<file path="src/sv/wsts_pkg.sv">
// shared types and constants for the weighted sum tree sampler
// depends on nothing; imported by every module of the block
`default_nettype none

package wsts_pkg;

	// input item opcodes
	localparam logic OP_WRITE  = 1'b0;
	localparam logic OP_SAMPLE = 1'b1;

	// galois lfsr feedback polynomial
	localparam logic [31:0] LFSR_POLY = 32'hEDB88320;

	// configuration port
	localparam int unsigned PADDR_W = 3;
	localparam logic        REG_LFSR_SEED = 1'b0;

	typedef struct packed {
		logic        opcode;
		logic [9:0]  leaf_index;
		logic [15:0] weight;
	} wsts_item_t;

	typedef struct packed {
		logic [9:0] sampled_index;
		logic       tree_empty;
	} wsts_result_t;

	// controller to datapath and lfsr
	typedef struct packed {
		logic clr_we;
		logic load_item;
		logic leaf_wr;
		logic up_wr;
		logic root_rd;
		logic chk;
		logic mul;
		logic cmp;
		logic out_load;
		logic draw1;
		logic draw2;
	} wsts_cmd_t;

	// datapath to controller
	typedef struct packed {
		logic clr_done;
		logic in_sample;
		logic in_range;
		logic up_at_root;
		logic root_zero;
		logic last_level;
		logic out_free;
	} wsts_sts_t;

endpackage

`default_nettype wire

</file>
<file path="src/sv/wsts_ctrl.sv">
// controller state machine for the sum tree sampler
// depends on wsts_pkg
`default_nettype none

module wsts_ctrl import wsts_pkg::*; (
	input  wire logic      clk,
	input  wire logic      arst_n,
	input  wire logic      item_valid,
	output logic           item_ready,
	input  wire wsts_sts_t sts,
	output wsts_cmd_t      cmd
);

	typedef enum logic [9:0] {
		S_CLR   = 10'b0000000001,
		S_IDLE  = 10'b0000000010,
		S_ULEAF = 10'b0000000100,
		S_UUP   = 10'b0000001000,
		S_ROOT  = 10'b0000010000,
		S_CHK   = 10'b0000100000,
		S_PRE   = 10'b0001000000,
		S_MUL   = 10'b0010000000,
		S_CMP   = 10'b0100000000,
		S_OUT   = 10'b1000000000
	} state_t;

	state_t state_q, state_d;

	always_comb begin
		state_d    = state_q;
		cmd        = '0;
		item_ready = 1'b0;
		case (state_q)
			S_CLR: begin
				cmd.clr_we = 1'b1;
				if (sts.clr_done) begin
					state_d = S_IDLE;
				end
			end
			S_IDLE: begin
				item_ready = 1'b1;
				if (item_valid) begin
					cmd.load_item = 1'b1;
					state_d = sts.in_sample ? S_ROOT : S_ULEAF;
				end
			end
			S_ULEAF: begin
				if (sts.in_range) begin
					cmd.leaf_wr = 1'b1;
					state_d = S_UUP;
				end else begin
					state_d = S_IDLE;
				end
			end
			S_UUP: begin
				cmd.up_wr = 1'b1;
				if (sts.up_at_root) begin
					state_d = S_IDLE;
				end
			end
			S_ROOT: begin
				cmd.root_rd = 1'b1;
				state_d = S_CHK;
			end
			S_CHK: begin
				cmd.chk = 1'b1;
				if (sts.root_zero) begin
					state_d = S_OUT;
				end else begin
					cmd.draw1 = 1'b1;
					state_d = S_PRE;
				end
			end
			S_PRE: begin
				cmd.draw2 = 1'b1;
				state_d = S_MUL;
			end
			S_MUL: begin
				cmd.mul   = 1'b1;
				cmd.draw1 = !sts.last_level;
				state_d = S_CMP;
			end
			S_CMP: begin
				cmd.cmp = 1'b1;
				if (sts.last_level) begin
					state_d = S_OUT;
				end else begin
					cmd.draw2 = 1'b1;
					state_d = S_MUL;
				end
			end
			S_OUT: begin
				if (sts.out_free) begin
					cmd.out_load = 1'b1;
					state_d = S_IDLE;
				end
			end
			default: begin
				state_d = S_IDLE;
			end
		endcase
	end

	always_ff @(posedge clk or negedge arst_n) begin
		if (!arst_n) begin
			state_q <= S_CLR;
		end else begin
			state_q <= state_d;
		end
	end

endmodule

`default_nettype wire

</file>
<file path="config.mk">
export PLATFORM = sky130hd
export DESIGN_NAME = wsts_ctrl
export DESIGN_NICKNAME = d
export VERILOG_FILES = /design/src/sv/wsts_pkg.sv /design/src/sv/wsts_ctrl.sv
export SDC_FILE = /design/constraint.sdc
export NUM_CORES = 1
export LEC_CHECK = 0
export ABC_AREA = 1
export BUFFER_PORTS_ARGS = -buffer_cell sky130_fd_sc_hd__buf_2
export CAP_MARGIN = 20
export CORE_MARGIN = 2
export CORE_UTILIZATION = 50
export CTS_BUF_LIST = sky130_fd_sc_hd__clkbuf_8 sky130_fd_sc_hd__clkbuf_16
export DETAILED_ROUTE_END_ITERATION = 8
export PLACE_DENSITY = 0.77
export SYNTH_ARGS = -nofsm -noshare
export SYNTH_HDL_FRONTEND = slang
export SYNTH_SLANG_ARGS = --single-unit
export TNS_END_PERCENT = 1
</file>
<file path="constraint.sdc">
create_clock -name clk -period 2.2 [get_ports clk]
set_input_delay 0.66 -clock clk [delete_from_list [all_inputs] [get_ports clk]]
set_output_delay 0.66 -clock clk [all_outputs]
set_load 0.1 [all_outputs]
</file>
# --- Word-level counts from Yosys, hierarchy flattened ---
# Cells that the tools add are included.
classes:
  muxes: 26
  reduce_logical: 2
  n_eq_ne: 14
ops:
  columns: ["cell", "n"]
  rows:
  - ["10-bit one-hot mux with 10 select lines", 1]
  - ["10-bit 2-to-1 mux", 6]
  - ["1-bit 2-to-1 mux", 15]
  - ["10-bit by 1-bit == test with 1-bit output (second input constant)", 1]
  - ["10-bit == test (second input constant)", 1]
  - ["10-bit by 2-bit == test with 1-bit output (second input constant)", 1]
  - ["10-bit by 3-bit == test with 1-bit output (second input constant)", 1]
  - ["10-bit by 4-bit == test with 1-bit output (second input constant)", 1]
  - ["10-bit by 5-bit == test with 1-bit output (second input constant)", 1]
  - ["10-bit by 6-bit == test with 1-bit output (second input constant)", 1]
  - ["10-bit by 7-bit == test with 1-bit output (second input constant)", 1]
  - ["10-bit by 8-bit == test with 1-bit output (second input constant)", 1]
  - ["10-bit by 9-bit == test with 1-bit output (second input constant)", 1]
  - ["2-bit inequality test (second input constant)", 4]
  - ["5-bit 2-to-1 mux", 1]
  - ["4-bit 2-to-1 mux", 1]
  - ["1-bit one-hot mux with 2 select lines", 2]
  - ["4-bit AND reduction", 1]
  - ["1-bit logical NOT", 1]
totals:
  input_bits: 10
  ff_bits: 10
  output_inout_bits: 12

# --- Depth between registers and ports, before layout ---
depth:
  depth_word: 3
  mapped_depth: 10
  depth_no_buf: 10

# --- Worst setup path before layout ---
# Ideal clock, no wire load.
synth_path:
  kind: "reg-to-output"
  start: "register state_q[3]"
  end: "output port cmd[1] in the netlist's numbering"
  slack_ns: -1.535
  required_time_ns: 1.540
  path_stages_with_launch: 6
  n_path_buf: 0
  arrival_ns: 3.075
  cell_sequence: "dfrtp_1 > nor2_4 > nand2_4 > nor3_4 > inv_2 > o22ai_1"
synth_lines:
  columns: ["item", "line_no", "source"]
  rows:
  - ["from (decl)", "wsts_ctrl.sv:27", "state_t state_q, state_d;"]
  - ["from (signal assigned)", "wsts_ctrl.sv:108", "state_q <= state_d;"]
  - ["to (decl)", "wsts_ctrl.sv:11", "output wsts_cmd_t cmd"]

==> key figures <==
Outcome
  – Status: finished with violations
  – Failing checks: setup timing

Floorplan
  – Die width: 43.58 um
  – Core Region: 1489 sq um
  – Initial Util: 0.5261
  – Site Rows: 14
  – DIE HEIGHT: 43.58 um
  – Die area: 1899 sq um
  – Ports: 22

Power
  – Static Leak: 0.6548 nW
  – Sequential Power Share: 0.157
  – Gate power share: 0.698
  – Clk pwr share: 0.146
  – Pwr/cell area: 1312 nW/um^2
  – Pint: 756.8 uW
  – Switching Share: 0.5414
  – Sw Pwr: 893.4 uW
  – VDD IR max: 1048 uV

Drt
  – Drt pass-1 iters: 4
  – Routed wire length: 2.464 mm
  – DR vias: 920
  – DRC Markers: 0
  – Number of vias per cell: 5.509
  – Routed wire length per instance: 14.75 um
  – ANT nets after route: 0
  – Initial DRC Count: 35

Setup path
  – Slack of the worst reg-to-reg path: 630 ps
  – WS Path Type: flip-flop to output pin
  – Arr. time, crit path: 1610 ps
  – Peak fanout along the critical path: 7
  – Worst r2r src: state_q[8]
  – R2R cell count: 11
  – Critical Path End: cmd[1]
  – Worst EP required: 1540 ps
  – RR Endpoint: state_q[2]
  – CP endpoint kind: output pin
  – CP Launch Type: flip-flop
  – Crit path from: state_q[3]

STA
  – RSZ-0062 raised after global routing: yes
  – Final Max Slew Viols: 0
  – Setup Skew: 1.532 ps
  – Final setup vio count: 5
  – Crit path time final: 2266 ps
  – Final period util: 1.030
  – Slew of the pin with the lowest slew margin: 278.4 ps
  – Slew margin rel.: 0.8137
  – Final Worst Setup Slack: -65.55 ps
  – Fmax: 441.4 MHz
  – Final hold viol count: 0
  – Worst hold slack: 271.4 ps

Placement
  – Post-DP HPWL: 1.788 mm
  – GP Congestion: 0.8809
  – Buffers on Ports: 21
  – Placed Instances: 157

Clock tree
  – CTS Hold Buffers Added: 0
  – CTS buffer count: 3
  – CTS H-tree lvls: 1
  – CTS tree: done
  – CTS max path bufs: 2
  – Skew-Pair Late Insertion Delay: 240 ps
  – Register clock-pin slew on the reported worst setup and hold paths: 50 ps
  – Clock sinks: 10
  – Root Buffer: clkbuf_8

Cells and area
  – Diode count: 0
  – Area growth syn-to-layout: 60.54%
  – Nets: 162
  – Final cell count without fillers: 167
  – Biggest register: state_q
  – Fillers: 88
  – Biggest regs: state_q (10)
  – Max reg flops: 10
  – Ratio of cells with drive above 1 in the final layout: 0.4305
  – Fin util: 0.8445

Global routing
  – Total gr overflow: 0
  – Total GRT Usage: 0.2916
  – Initial antenna violation count: 0
  – Wire length of the first global-routing pass: 3.988 mm
  – Vias in the first global route: 960
  – Largest net degree at the start of global routing: 11

Yosys
  – Share of the synthesized area in the top cell type: 0.2875
  – Synth area leaders: dfrtp_1, nand2_1, inv_1
  – Count leader, synth: nand2_1
  – Mapped Avg Cell Area: 6.527 sq um
  – Register area share after synthesis: 0.3211
  – Synth Flop Type: dfrtp_1
  – EDFF count, synth: 0
  – Synth Instances: 120
  – Synth top cells by count: nand2_1, inv_1, nor2_1, dfrtp_1, nand3_1
  – Async SR Flop Fraction: 1.000
  – Synth warn: 0
  – Cell taking the most area after synthesis: dfrtp_1
  – Syn nets: 130
  – FF+latch count, synth: 10
  – Library cells used by synthesis: 20
  – Syn Std Cell Area: 783.3 sq um

Run
  – Maxcap violations: 0

Min path
  – Min-Delay Path Class: input port to async pin
[logic make-up (layout without fill, tap and decap cells)]
kind of cell / count (synthesis) / in the layout / share of synthesized area
flops: 10 / 10 / 0.3211
simple gates: 77 / 77 / 0.5048
compound gates: 6 / 6 / 0.03994
buf+inv: 27 / 58 / 0.1342
[how the worst min path moves through the flow]
stage	depth (start not counted)	slack, ps	endpoint
2_1_floorplan	0	360	state_q[1]
3_3_place_gp	1	530	state_q[8]
3_5_place_dp	1	530	state_q[8]
4_1_cts	1	280	state_q[7]
5_1_grt	1	290	state_q[7]
6_report	1	270	state_q[4]
[metal layers]
layer | up-vias | routed length [um] | GRT usage
met5 | - | 0 | 0
met2 | 47 | 1391 | 0.5471
met4 | 0 | 91 | 0.1455
li1 | 424 | - | -
met1 | 439 | 836 | 0.2876
met3 | 10 | 144 | 0.07917
[power groups by stage]
stage	Clock, mW	Sequential [mW]	Combinational, mW
4_1_cts	0.238	0.255	1.08
3_3_place_gp	0	0.260	0.968
2_1_floorplan	0	0.256	0.717
3_5_place_dp	0	0.265	0.997
6_report	0.241	0.258	1.15
5_1_grt	0.250	0.260	1.22
[worst max-delay path, stage by stage, from the launching register on]
cell and delay [ps]:
dfrtp_1 420, nor2_4 160, nand2_4 110, nor3_4 230
inv_2 90, o22ai_4 140, buf_12 200
[repair_timing]
action / in CTS / in global routing
pin swaps: 4 / 3
setup endpoints to repair: 7 / 10
resized for setup: 6 / 9
buffers inserted: 5 / 1
[metrics by stage]
step | power, mW | setup TNS (ps) | setup WS, ps | cell area, sq um
CTS | 1.569 | -73.21 | -43.27 | 1222
global route | 1.734 | -673.2 | -111.5 | 1257
floorplan | 0.9736 | -2241 | -653.3 | 805.8
detailed placement | 1.261 | 0 | 114.8 | 1111
global placement | 1.229 | 0 | 183.2 | 1111
finish | 1.650 | -165.0 | -65.55 | 1257
[layout make-up]
class | instances | area (sq um) | share of cell area
timing repair buffer | 28 | 337.8 | 0.2687
tap | 16 | 20.02 | 0.01592
multi-input combinational | 83 | 494.2 | 0.3930
clock buffer | 4 | 55.05 | 0.04378
sequential | 10 | 252.7 | 0.2010
inverter | 26 | 97.59 | 0.07761
[cell usage in the layout, fill, tap and decap left out, types with 2 or more instances in the layout]
cell type and n:
buf_12 12, buf_2 9, buf_4 7, clkbuf_8 4, dfrtp_1 8, inv_1 20, inv_2 6, nand2_1 26
nand2_2 5, nand3_1 7, nand4_1 4, nor2_1 13, nor2_2 5, nor2_4 8, nor3_1 3, o21ai_0 2
o21ai_1 2
Power figures use the tool's default switching activity.
