===== src/sv/wsts_pkg.sv =====
// shared types and constants for the weighted sum tree sampler
// depends on nothing; imported by every module of the block
`default_nettype none

package wsts_pkg;

	// input item opcodes
	localparam logic OP_WRITE  = 1'b0;
	localparam logic OP_SAMPLE = 1'b1;

	// galois lfsr feedback polynomial
	localparam logic [31:0] LFSR_POLY = 32'hEDB88320;

	// configuration port
	localparam int unsigned PADDR_W = 3;
	localparam logic        REG_LFSR_SEED = 1'b0;

	typedef struct packed {
		logic        opcode;
		logic [9:0]  leaf_index;
		logic [15:0] weight;
	} wsts_item_t;

	typedef struct packed {
		logic [9:0] sampled_index;
		logic       tree_empty;
	} wsts_result_t;

	// controller to datapath and lfsr
	typedef struct packed {
		logic clr_we;
		logic load_item;
		logic leaf_wr;
		logic up_wr;
		logic root_rd;
		logic chk;
		logic mul;
		logic cmp;
		logic out_load;
		logic draw1;
		logic draw2;
	} wsts_cmd_t;

	// datapath to controller
	typedef struct packed {
		logic clr_done;
		logic in_sample;
		logic in_range;
		logic up_at_root;
		logic root_zero;
		logic last_level;
		logic out_free;
	} wsts_sts_t;

endpackage

`default_nettype wire


===== src/sv/wsts_lfsr.sv =====
// 32-bit galois lfsr that hands out random draws in two halves
// depends on wsts_pkg
`default_nettype none

module wsts_lfsr import wsts_pkg::*; #(
	parameter int unsigned RANDOM_BITS = 16
) (
	input  wire logic                   clk,
	input  wire logic                   arst_n,
	input  wire logic                   seed_we,
	input  wire logic [31:0]            seed,
	input  wire logic                   draw1,
	input  wire logic                   draw2,
	output logic      [RANDOM_BITS-1:0] rnd
);

	localparam int unsigned HA = RANDOM_BITS / 2;
	localparam int unsigned HB = RANDOM_BITS - HA;

	logic [31:0]            state_q;
	logic [RANDOM_BITS-1:0] acc_q;
	logic [31:0]            s1, s2;
	logic [HA-1:0]          bits1;
	logic [HB-1:0]          bits2;

	// first half of a draw, first bit ends up most significant
	always_comb begin
		logic [31:0] s;
		s = state_q;
		bits1 = '0;
		for (int k = 0; k < HA; k++) begin
			bits1[HA-1-k] = s[0];
			s = s[0] ? ((s >> 1) ^ LFSR_POLY) : (s >> 1);
		end
		s1 = s;
	end

	// second half
	always_comb begin
		logic [31:0] s;
		s = state_q;
		bits2 = '0;
		for (int k = 0; k < HB; k++) begin
			bits2[HB-1-k] = s[0];
			s = s[0] ? ((s >> 1) ^ LFSR_POLY) : (s >> 1);
		end
		s2 = s;
	end

	always_ff @(posedge clk or negedge arst_n) begin
		if (!arst_n) begin
			state_q <= 32'd1;
		end else if (seed_we) begin
			state_q <= (seed == 32'd0) ? 32'd1 : seed;
		end else if (draw1) begin
			state_q <= s1;
		end else if (draw2) begin
			state_q <= s2;
		end
	end

	always_ff @(posedge clk) begin
		if (draw1) begin
			acc_q <= RANDOM_BITS'(bits1);
		end else if (draw2) begin
			acc_q <= (acc_q << HB) | RANDOM_BITS'(bits2);
		end
	end

	assign rnd = acc_q;

endmodule

`default_nettype wire


===== config.mk =====
export PLATFORM = sky130hd
export DESIGN_NAME = wsts_lfsr
export DESIGN_NICKNAME = d
export VERILOG_FILES = /design/src/sv/wsts_pkg.sv /design/src/sv/wsts_lfsr.sv
export SDC_FILE = /design/constraint.sdc
export NUM_CORES = 1
export LEC_CHECK = 0
export BUFFER_PORTS_ARGS = -buffer_cell sky130_fd_sc_hd__buf_2
export CAP_MARGIN = 5
export CORE_UTILIZATION = 60
export DETAILED_ROUTE_END_ITERATION = 7
export GPL_TIMING_DRIVEN = 0
export PLACE_DENSITY = 0.85
export SYNTH_ARGS = -nofsm -noshare
export SYNTH_HDL_FRONTEND = slang
export SYNTH_SLANG_ARGS = --single-unit

===== constraint.sdc =====
create_clock -name clk -period 2.65 [get_ports clk]
set_input_delay 0.1325 -clock clk [delete_from_list [all_inputs] [get_ports clk]]
set_output_delay 0.1325 -clock clk [all_outputs]
set_load 0.01 [all_outputs]

======== Word level (Yosys, flattened, before mapping) ========
Index checks and enable logic that the tools add are counted.
word-level totals
  register bits after elaboration ......... 48
  bits of input ports ..................... 37
  output and inout port bits .............. 16
operators by class
  muxes and demuxes ....................... 14
  bitwise gates (word level) .............. 9
  reduce and logical (&&, ||, !) cells .... 3
operators by type and width
  kind                                           count
  32-bit two-way mux                             12
  13-bit NOT with 14-bit output                  8
  32-bit zero test                               1
  8-bit two-way mux                              2
  16-bit by 8-bit bitwise OR with 16-bit output  1
  3-bit nonzero test                             1
  2-bit nonzero test                             1

======== Depth between registers and ports, before layout ========
Gate-level depths: netlist (run 1).
  depth after elaboration ................. 19
  gate-level depth with buffers ........... 7
  gate-level depth less buffers ........... 5

======== Worst setup path before layout (run 1) ========
OpenSTA, ideal clock, no wires.
  path type ............................... reg2reg
  from .................................... reg state_q[0]
  to ...................................... reg state_q[17]
  library setup time ...................... 132 ps
  arrival ................................. 1674 ps
  slack ................................... 844 ps
  stages on the path, launching flop included .. 6
  buffers on the path ..................... 1
  clock period less this slack ............ 1806 ps
  cell sequence ........................... dfstp_2 -> buf_4 -> xnor3_1 -> xor3_1 -> mux2i_1 -> o21ai_1
between the ends
  longest elaborated chain between the ends .. 15
RTL lines
  item                                     RTL line                          source
  start, declared                          wsts_lfsr.sv:20                   logic [31:0] state_q;
  start signal, assigned                   wsts_lfsr.sv:54                   state_q <= (seed == 32'd0) ? 32'd1 : seed;
  32-bit two-way mux (*)                   wsts_lfsr.sv:33, wsts_lfsr.sv:45
  13-bit NOT with 14-bit output (no line)  n/a
  32-bit two-way mux (*) (2 in a row)      wsts_lfsr.sv:33, wsts_lfsr.sv:45
  13-bit NOT with 14-bit output (no line)  n/a
  32-bit two-way mux (*)                   wsts_lfsr.sv:33, wsts_lfsr.sv:45
  13-bit NOT with 14-bit output (no line)  n/a
  32-bit two-way mux (*)                   wsts_lfsr.sv:33, wsts_lfsr.sv:45
  13-bit NOT with 14-bit output (no line)  n/a
  32-bit two-way mux (*) (3 in a row)      wsts_lfsr.sv:33, wsts_lfsr.sv:45
  32-bit two-way mux                       wsts_lfsr.sv:57                   end else if (draw2) begin
  32-bit two-way mux (*)                   wsts_lfsr.sv:55                   end else if (draw1) begin
  32-bit two-way mux (*)                   wsts_lfsr.sv:53                   end else if (seed_we) begin
Mark *: on every way between the ends. The rest lies on a longest branch, timed or not. The select of a mux whose other input is x is not followed.
A chain may end at the register's enable or synchronous reset.

======== Worst setup path in the final report (run 1) ========
  from .................................... reg state_q[0]
  to ...................................... reg state_q[25]
between the ends
  longest elaborated chain between the ends .. 11
RTL lines
  item                                 RTL line
  32-bit two-way mux (*) (8 in a row)  wsts_lfsr.sv:33, wsts_lfsr.sv:45
  32-bit two-way mux                   wsts_lfsr.sv:57
  32-bit two-way mux (*)               wsts_lfsr.sv:55
  32-bit two-way mux (*)               wsts_lfsr.sv:53
Marked as above.

==> results of run 1 <==
==> power by group through the flow <==
stage | clock [mW] | combinational, mW | sequential [mW]
after floorplan | 0 | 2.55 | 1.28
final | 0.529 | 3.19 | 1.29
after global routing | 0.559 | 3.44 | 1.32
after global placement | 0 | 3.03 | 1.27
after detailed placement | 0 | 3.13 | 1.30
after CTS | 0.531 | 3.17 | 1.28
==> critical path, delay by kind of cell, from the launching register on <==
family | cells | cell delay (ns)
and+or+nand+nor | 2 | 0.53
xor gates and xnor gates | 2 | 0.63
DFF | 1 | 0.54
buffers and inverters | 1 | 0.20
==> area by class of cell <==
| cell class | count | area, um^2 | share of cell area (%) |
|---|---|---|---|
| multi-input combinational | 189 | 1580 | 47.3 |
| tap | 52 | 65.1 | 1.96 |
| sequential | 48 | 1200 | 36.1 |
| timing repair buffer | 51 | 260 | 7.82 |
| inverter | 3 | 11.3 | 0.338 |
| clock inverter | 2 | 35.0 | 1.05 |
| clock buffer | 6 | 72.6 | 2.18 |
| buffer | 21 | 105 | 3.16 |
==> state kept, by name (all words and copies together), names as in the netlist <==
register / count
state_q: 32
rnd: 16
==> cells in the mapped netlist (3+ instances only) <==
library cell	n	share of area [%]
mux2_2	10	3.9
mux2i_1	18	6.2
xnor3_1	9	7.0
xor2_1	10	3.0
nor2_1	16	2.1
a21oi_1	12	2.1
nor4_1	10	2.2
nor2b_1	3	0.65
o21ai_1	21	3.6
xnor2_2	3	1.7
xor3_1	5	4.1
xnor2_1	21	6.4
dfrtp_1	31	27
edfxtp_1	8	8.3
nand2_1	25	3.2
clkbuf_1	9	1.2
o21ai_0	3	0.52
buf_2	9	1.6
dfxtp_1	8	5.5
==> layer usage <==
| layer | global-route usage, % | share of wire (%) | up-vias |
|---|---|---|---|
| li1 | - | - | 1012 |
| met1 | 35.2 | 40 | 1083 |
| met2 | 52.4 | 51 | 106 |
| met3 | 5.06 | 6.2 | 15 |
| met4 | 8.93 | 2.0 | 0 |
| met5 | 0 | 0 | - |
==> logic make-up (layout without fill, tap and decap cells) <==
kind of cell	count (synthesis)	in the layout	synth area share, %
multiplexers	28	28	10.1
AO/OA/AOI/OAI	41	41	7.61
buffers and inverters	24	83	4.02
XOR/XNOR	52	52	25.6
AND/OR/NAND/NOR	68	68	11.1
flip-flops	48	48	41.5
==> timing repair <==
item | CTS | global route
buffers inserted | 0 | 0
hold buffers | 1 | 0
hold endpoints to repair | 31 | 0
==> per-stage QoR <==
step	cells	setup slack, ns	instance area (um^2)	hold WS (ns)
after global routing	372	0.553	3330	0.0631
after global placement	363	0.751	3210	0.230
after detailed placement	363	0.710	3210	0.233
final	372	0.692	3330	0.0501
after floorplan	261	0.844	2890	-0.163
after CTS	372	0.697	3330	0.0485
==> final timing paths <==
| path | to | slack [ns] | cells past startpoint |
|---|---|---|---|
| worst max register to register | state_q[25]$_DFFE_PN0P_ | 0.69 | 5 |
| worst max-delay path | state_q[25]$_DFFE_PN0P_ | 0.69 | 5 |
| worst min-delay path | state_q[15]$_DFFE_PN0P_ | 0.05 | 3 |
| worst min register to register | rnd[6]$_DFFE_PP_ | 0.45 | 0 |
| max in group asynchronous | state_q[6]$_DFFE_PN0P_ | 1.75 | 2 |
| min in group asynchronous | state_q[23]$_DFFE_PN0P_ | 0.42 | 2 |
==> reports/results.txt, run 1 <==
share of flip-flops with an asynchronous set or reset = 66.7%
CP startpoint kind = register
Skew-Pair Late Insertion Delay = 0.30 ns
syn nets = 298
Sw Share = 38.2%
clock transition at the registers of the reported paths = 0.09 ns
# resized after CTS = 0
P&R area growth vs syn = 15.0%
fin crit period = 1.96 ns
final hold violation count = 0
crit path cell chain = buf_4 -> xor3_1 -> xor2_1 -> or4_1 -> nand3_1
Die Span Y = 71.5 um
final setup fails = 0
Syn. warnings = 0
Worst EP required = 2.90 ns
Max Clk Rate = 511 MHz
core area = 0.00450 mm^2
EDFF count, synth = 8
CTS tree = built
Clk pwr share = 10.6%
predominant post-synthesis flop cell = dfrtp_1
first-pass GRT wire length = 11000 um
DRC Markers = 0
share of cells above drive strength 1 = 27.5%
Avg WL per Cell = 18.1 um
I/O Pins = 53
switching power = 1.91 mW
GP Congestion = 0.880
clk buf depth = 2
Netlist cell types = 39
Overall Power = 5.01 mW
clk sinks = 48
Hold Crit Class = input pin to register
HP Start = seed[15]
status = complete, no violations
First-pass DRT Iterations = 4
slowest CP cell = dfstp_2
Worst VDD drop = 0.000773 V
Cell Int Power = 3.10 mW
Finished Core Util = 73.9%
initial antenna violation count = 0
die width = 71.5 um
relative slew slack = 49.9%
Site Rows = 24
RSZ-0062 raised after global routing = no
CTS Buf Count = 5
Mapped Area = 0.00289 mm^2
max-slew violation count = 0
Final nets = 356
Buffers on Ports = 50
Slew @ Worst Pin = 0.751 ns
CTS Root Buffer Type = clkbuf_8
Tcrit/Tclk final = 73.9%
most frequent cells in the layout = buf_2, dfrtp_1, nand2_1
Post-DRT Antenna Nets = 0
syn_area_per_cell = 11.1 um^2
Worst Setup SP = state_q[0]$_DFFE_PN1P_
antenna cells = 0
commonest non-fill, non-tap cell in the layout = buf_2
GRT Resource Usage Total = 28.9%
gr ovfl total = 0
WS Path Type = register to register
Initial DRC Count = 214
vias post-DR = 2216
Vias/cell = 5.96
Power Dens Cells = 1510 mW/mm^2
Post-Synthesis Cells = 261
delay of the slowest critical-path stage = 0.54 ns
post-synthesis sequential area ratio = 41.5%
H-tree depth = 2
dpl hpwl = 4870 um
final setup TNS = 0 ns
Die ar. = 0.00511 mm^2
R2R Path Start = state_q[0]$_DFFE_PN1P_
vias in the first global route = 2211
largest net degree at the start of global routing = 33
Layout fillers = 342
Worst setup EP type = register
Seq cells post-synth = 48
worst clock skew = 0.00298 ns
leakage power = 1.57 nW
initial core utilization = 64.3%
Reg power frac = 25.7%
Max Cap Viol = 0
drt total wl = 6750 um
Comb pwr share = 63.7%
Arr. time, crit path = 2.20 ns
crit path max fanout = 7
(Power assumes the default switching activity.)
==> run 2: changes to the inputs <==
CORE_UTILIZATION = 50   (was 60)
PLACE_DENSITY = 0.76   (was 0.85)
clock period = 1.6 ns   (was 2.65 ns; I/O delays follow)
==> reports/results.txt, run 2 (same netlist as run 1, synthesis figures left out) <==
status = finished with violations (was complete, no violations)
failing checks = hold timing, setup timing
Die Span Y = 78.1 um (was 71.5 um)
Site Rows = 27 (was 24)
largest net degree at the start of global routing = 33 (unchanged)
I/O Pins = 53 (unchanged)
RSZ-0062 raised after global routing = yes (was no)
first-pass GRT wire length = 10400 um (was 11000 um)
fin crit period = 1.85 ns (was 1.96 ns)
Slew @ Worst Pin = 0.763 ns (was 0.751 ns)
antenna cells = 0 (unchanged)
Max Cap Viol = 0 (unchanged)
Layout fillers = 419 (was 342)
area of the multi-input gates = 0.00166 mm^2 (was 0.00158 mm^2)
Initial DRC Count = 121 (was 214)
leakage power = 1.77 nW (was 1.57 nW)
initial antenna violation count = 0 (unchanged)
GRT busiest layer = met2 (unchanged)
crit path max fanout = 7 (unchanged)
R2R Path Start = state_q[0]$_DFFE_PN1P_ (unchanged)
drt total wl = 7060 um (was 6750 um)
clk sinks = 48 (unchanged)
Post-DRT Antenna Nets = 0 (unchanged)
met3 usage = 3.49% (was 5.06%)
delay of the slowest critical-path stage = 0.56 ns (was 0.54 ns)
DRC Markers = 0 (unchanged)
vias in the first global route = 2100 (was 2211)
max-slew violation count = 0 (unchanged)
hold slack = -0.00413 ns (was 0.0501 ns)
H-tree depth = 2 (unchanged)
slowest CP cell = dfstp_2 (unchanged)
Die ar. = 0.00610 mm^2 (was 0.00511 mm^2)
First-pass DRT Iterations = 4 (unchanged)
Post-Place Setup Slack = -0.180 ns (was 0.710 ns)
Max Clk Rate = 540 MHz (was 511 MHz)
relative slew slack = 49.1% (was 49.9%)
Worst EP required = 1.85 ns (was 2.90 ns)
crit path cell chain = buf_8 -> xor3_1 -> xor2_2 -> or4_1 -> nand3_1 (was buf_4 -> xor3_1 -> xor2_1 -> or4_1 -> nand3_1)
cell family with most CP delay = simple AND/OR/NAND/NOR gates (was XOR/XNOR gates)
Skew-Pair Late Insertion Delay = 0.31 ns (was 0.30 ns)
worst hold stages = 3 (unchanged)
Finished Core Util = 68.0% (was 73.9%)
gr ovfl total = 0 (unchanged)
Buffers on Ports = 50 (unchanged)
hold endpoint = state_q[2]$_DFFE_PN0P_ (was state_q[15]$_DFFE_PN0P_)
most frequent cells in the layout = buf_2, dfrtp_1, buf_4 (was buf_2, dfrtp_1, nand2_1)
max reg flops = 32 (unchanged)
FF+latch area = 0.00120 mm^2 (unchanged)
Vias/cell = 5.27 (was 5.96)
P&R area growth vs syn = 30.1% (was 15.0%)
dpl hpwl = 4690 um (was 4870 um)
Avg WL per Cell = 16.5 um (was 18.1 um)
Tcrit/Tclk final = 116% (was 73.9%)
Worst VDD drop = 0.00113 V (was 0.000773 V)
Overall Power = 9.55 mW (was 5.01 mW)
CTS tree = built (unchanged)
HP Start = seed[2] (was seed[15])
Crit. path cell count = 5 (unchanged)
Most flops, register = state_q (unchanged)
Power Dens Cells = 2540 mW/mm^2 (was 1510 mW/mm^2)
final setup margin = -0.252 ns (was 0.692 ns)
Final nets = 391 (was 356)
Register-to-Register Path Depth = 5 (unchanged)
r2r endpoint = state_q[25]$_DFFE_PN0P_ (unchanged)
share of cells above drive strength 1 = 34.6% (was 27.5%)
WS Path Type = register to register (unchanged)
final setup fails = 14 (was 0)
Hold Crit Class = input pin to register (unchanged)
clock transition at the registers of the reported paths = 0.09 ns (about the same)
Arr. time, crit path = 2.10 ns (was 2.20 ns)
CTS Root Buffer Type = clkbuf_8 (unchanged)
GRT met2 Usage = 39.6% (was 52.4%)
core area = 0.00554 mm^2 (was 0.00450 mm^2)
commonest non-fill, non-tap cell in the layout = buf_2 (unchanged)
GRT met1 Usage = 30.0% (was 35.2%)
worst clock skew = 0.00474 ns (was 0.00298 ns)
final hold violation count = 3 (was 0)
R2R setup slack = -0.25 ns (was 0.69 ns)
vias post-DR = 2250 (was 2216)
die width = 78.1 um (was 71.5 um)
GP Congestion = 0.857 (was 0.880)
Worst setup EP type = register (unchanged)
critical path buffer and inverter count = 1 (unchanged)
CP startpoint kind = register (unchanged)
GRT Resource Usage Total = 23.1% (was 28.9%)
CTS Buf Count = 5 (unchanged)
initial core utilization = 52.2% (was 64.3%)
clk buf depth = 2 (unchanged)
## run 2: final cells by class
cell class / count / area share [%]
plain buffers: 21 / 4.02
clock buffers: 5 / 1.83
clock inverters: 3 / 0.366
inverters: 3 / 0.299
multi-input cells: 189 / 44.0
flip-flops and latches: 48 / 31.9
well taps: 72 / 2.39
repair buffers: 86 / 15.1
## run 2: per-layer routing
metal,up-vias,wire length (um)
li1,1081,-
met1,1067,2950
met2,94,3560
met3,8,445
met4,0,108
met5,-,0
## run 2: power breakdown
group	internal, mW	leakage (nW)	switching [mW]
Combinational	3.95	1.20	2.75
Sequential	1.81	0.524	0.336
Clock	0.297	0.0453	0.410
Total	6.06	1.77	3.50
## run 2: timing repair
action | 4_1_cts | 5_1_grt
setup buffers | 12 | 19
hold buffers | 5 | 0
gates resized for setup | 14 | 10
pin swaps | 10 | 11
endpoints found under the setup margin | 14 | 19
endpoints found under the hold margin | 35 | 0
## run 2: worst register-to-register path, cell delays in order, from the launching register on
cell and delay [ns]:
dfstp_2 0.56, buf_8 0.15, xor3_1 0.30, xor2_2 0.20, or4_1 0.46, nand3_1 0.12
## run 2: how the worst max path moves through the flow
stage	startpoint	to
floorplan	state_q[0]$_DFFE_PN1P_	state_q[25]$_DFFE_PN0P_
global placement	state_q[4]$_DFFE_PN0P_	state_q[16]$_DFFE_PN0P_
detailed placement	state_q[4]$_DFFE_PN0P_	state_q[16]$_DFFE_PN0P_
CTS	state_q[6]$_DFFE_PN0P_	state_q[25]$_DFFE_PN0P_
global route	state_q[0]$_DFFE_PN1P_	state_q[25]$_DFFE_PN0P_
finish	state_q[0]$_DFFE_PN1P_	state_q[25]$_DFFE_PN0P_
## run 2: metrics by stage
stage / area (um^2) / setup TNS, ns / cells
floorplan: 2900 / -0.0367 / 261
global placement: 3240 / -1.17 / 383
detailed placement: 3240 / -1.59 / 383
CTS: 3550 / -0.601 / 408
global route: 3760 / -1.91 / 427
finish: 3760 / -1.11 / 427
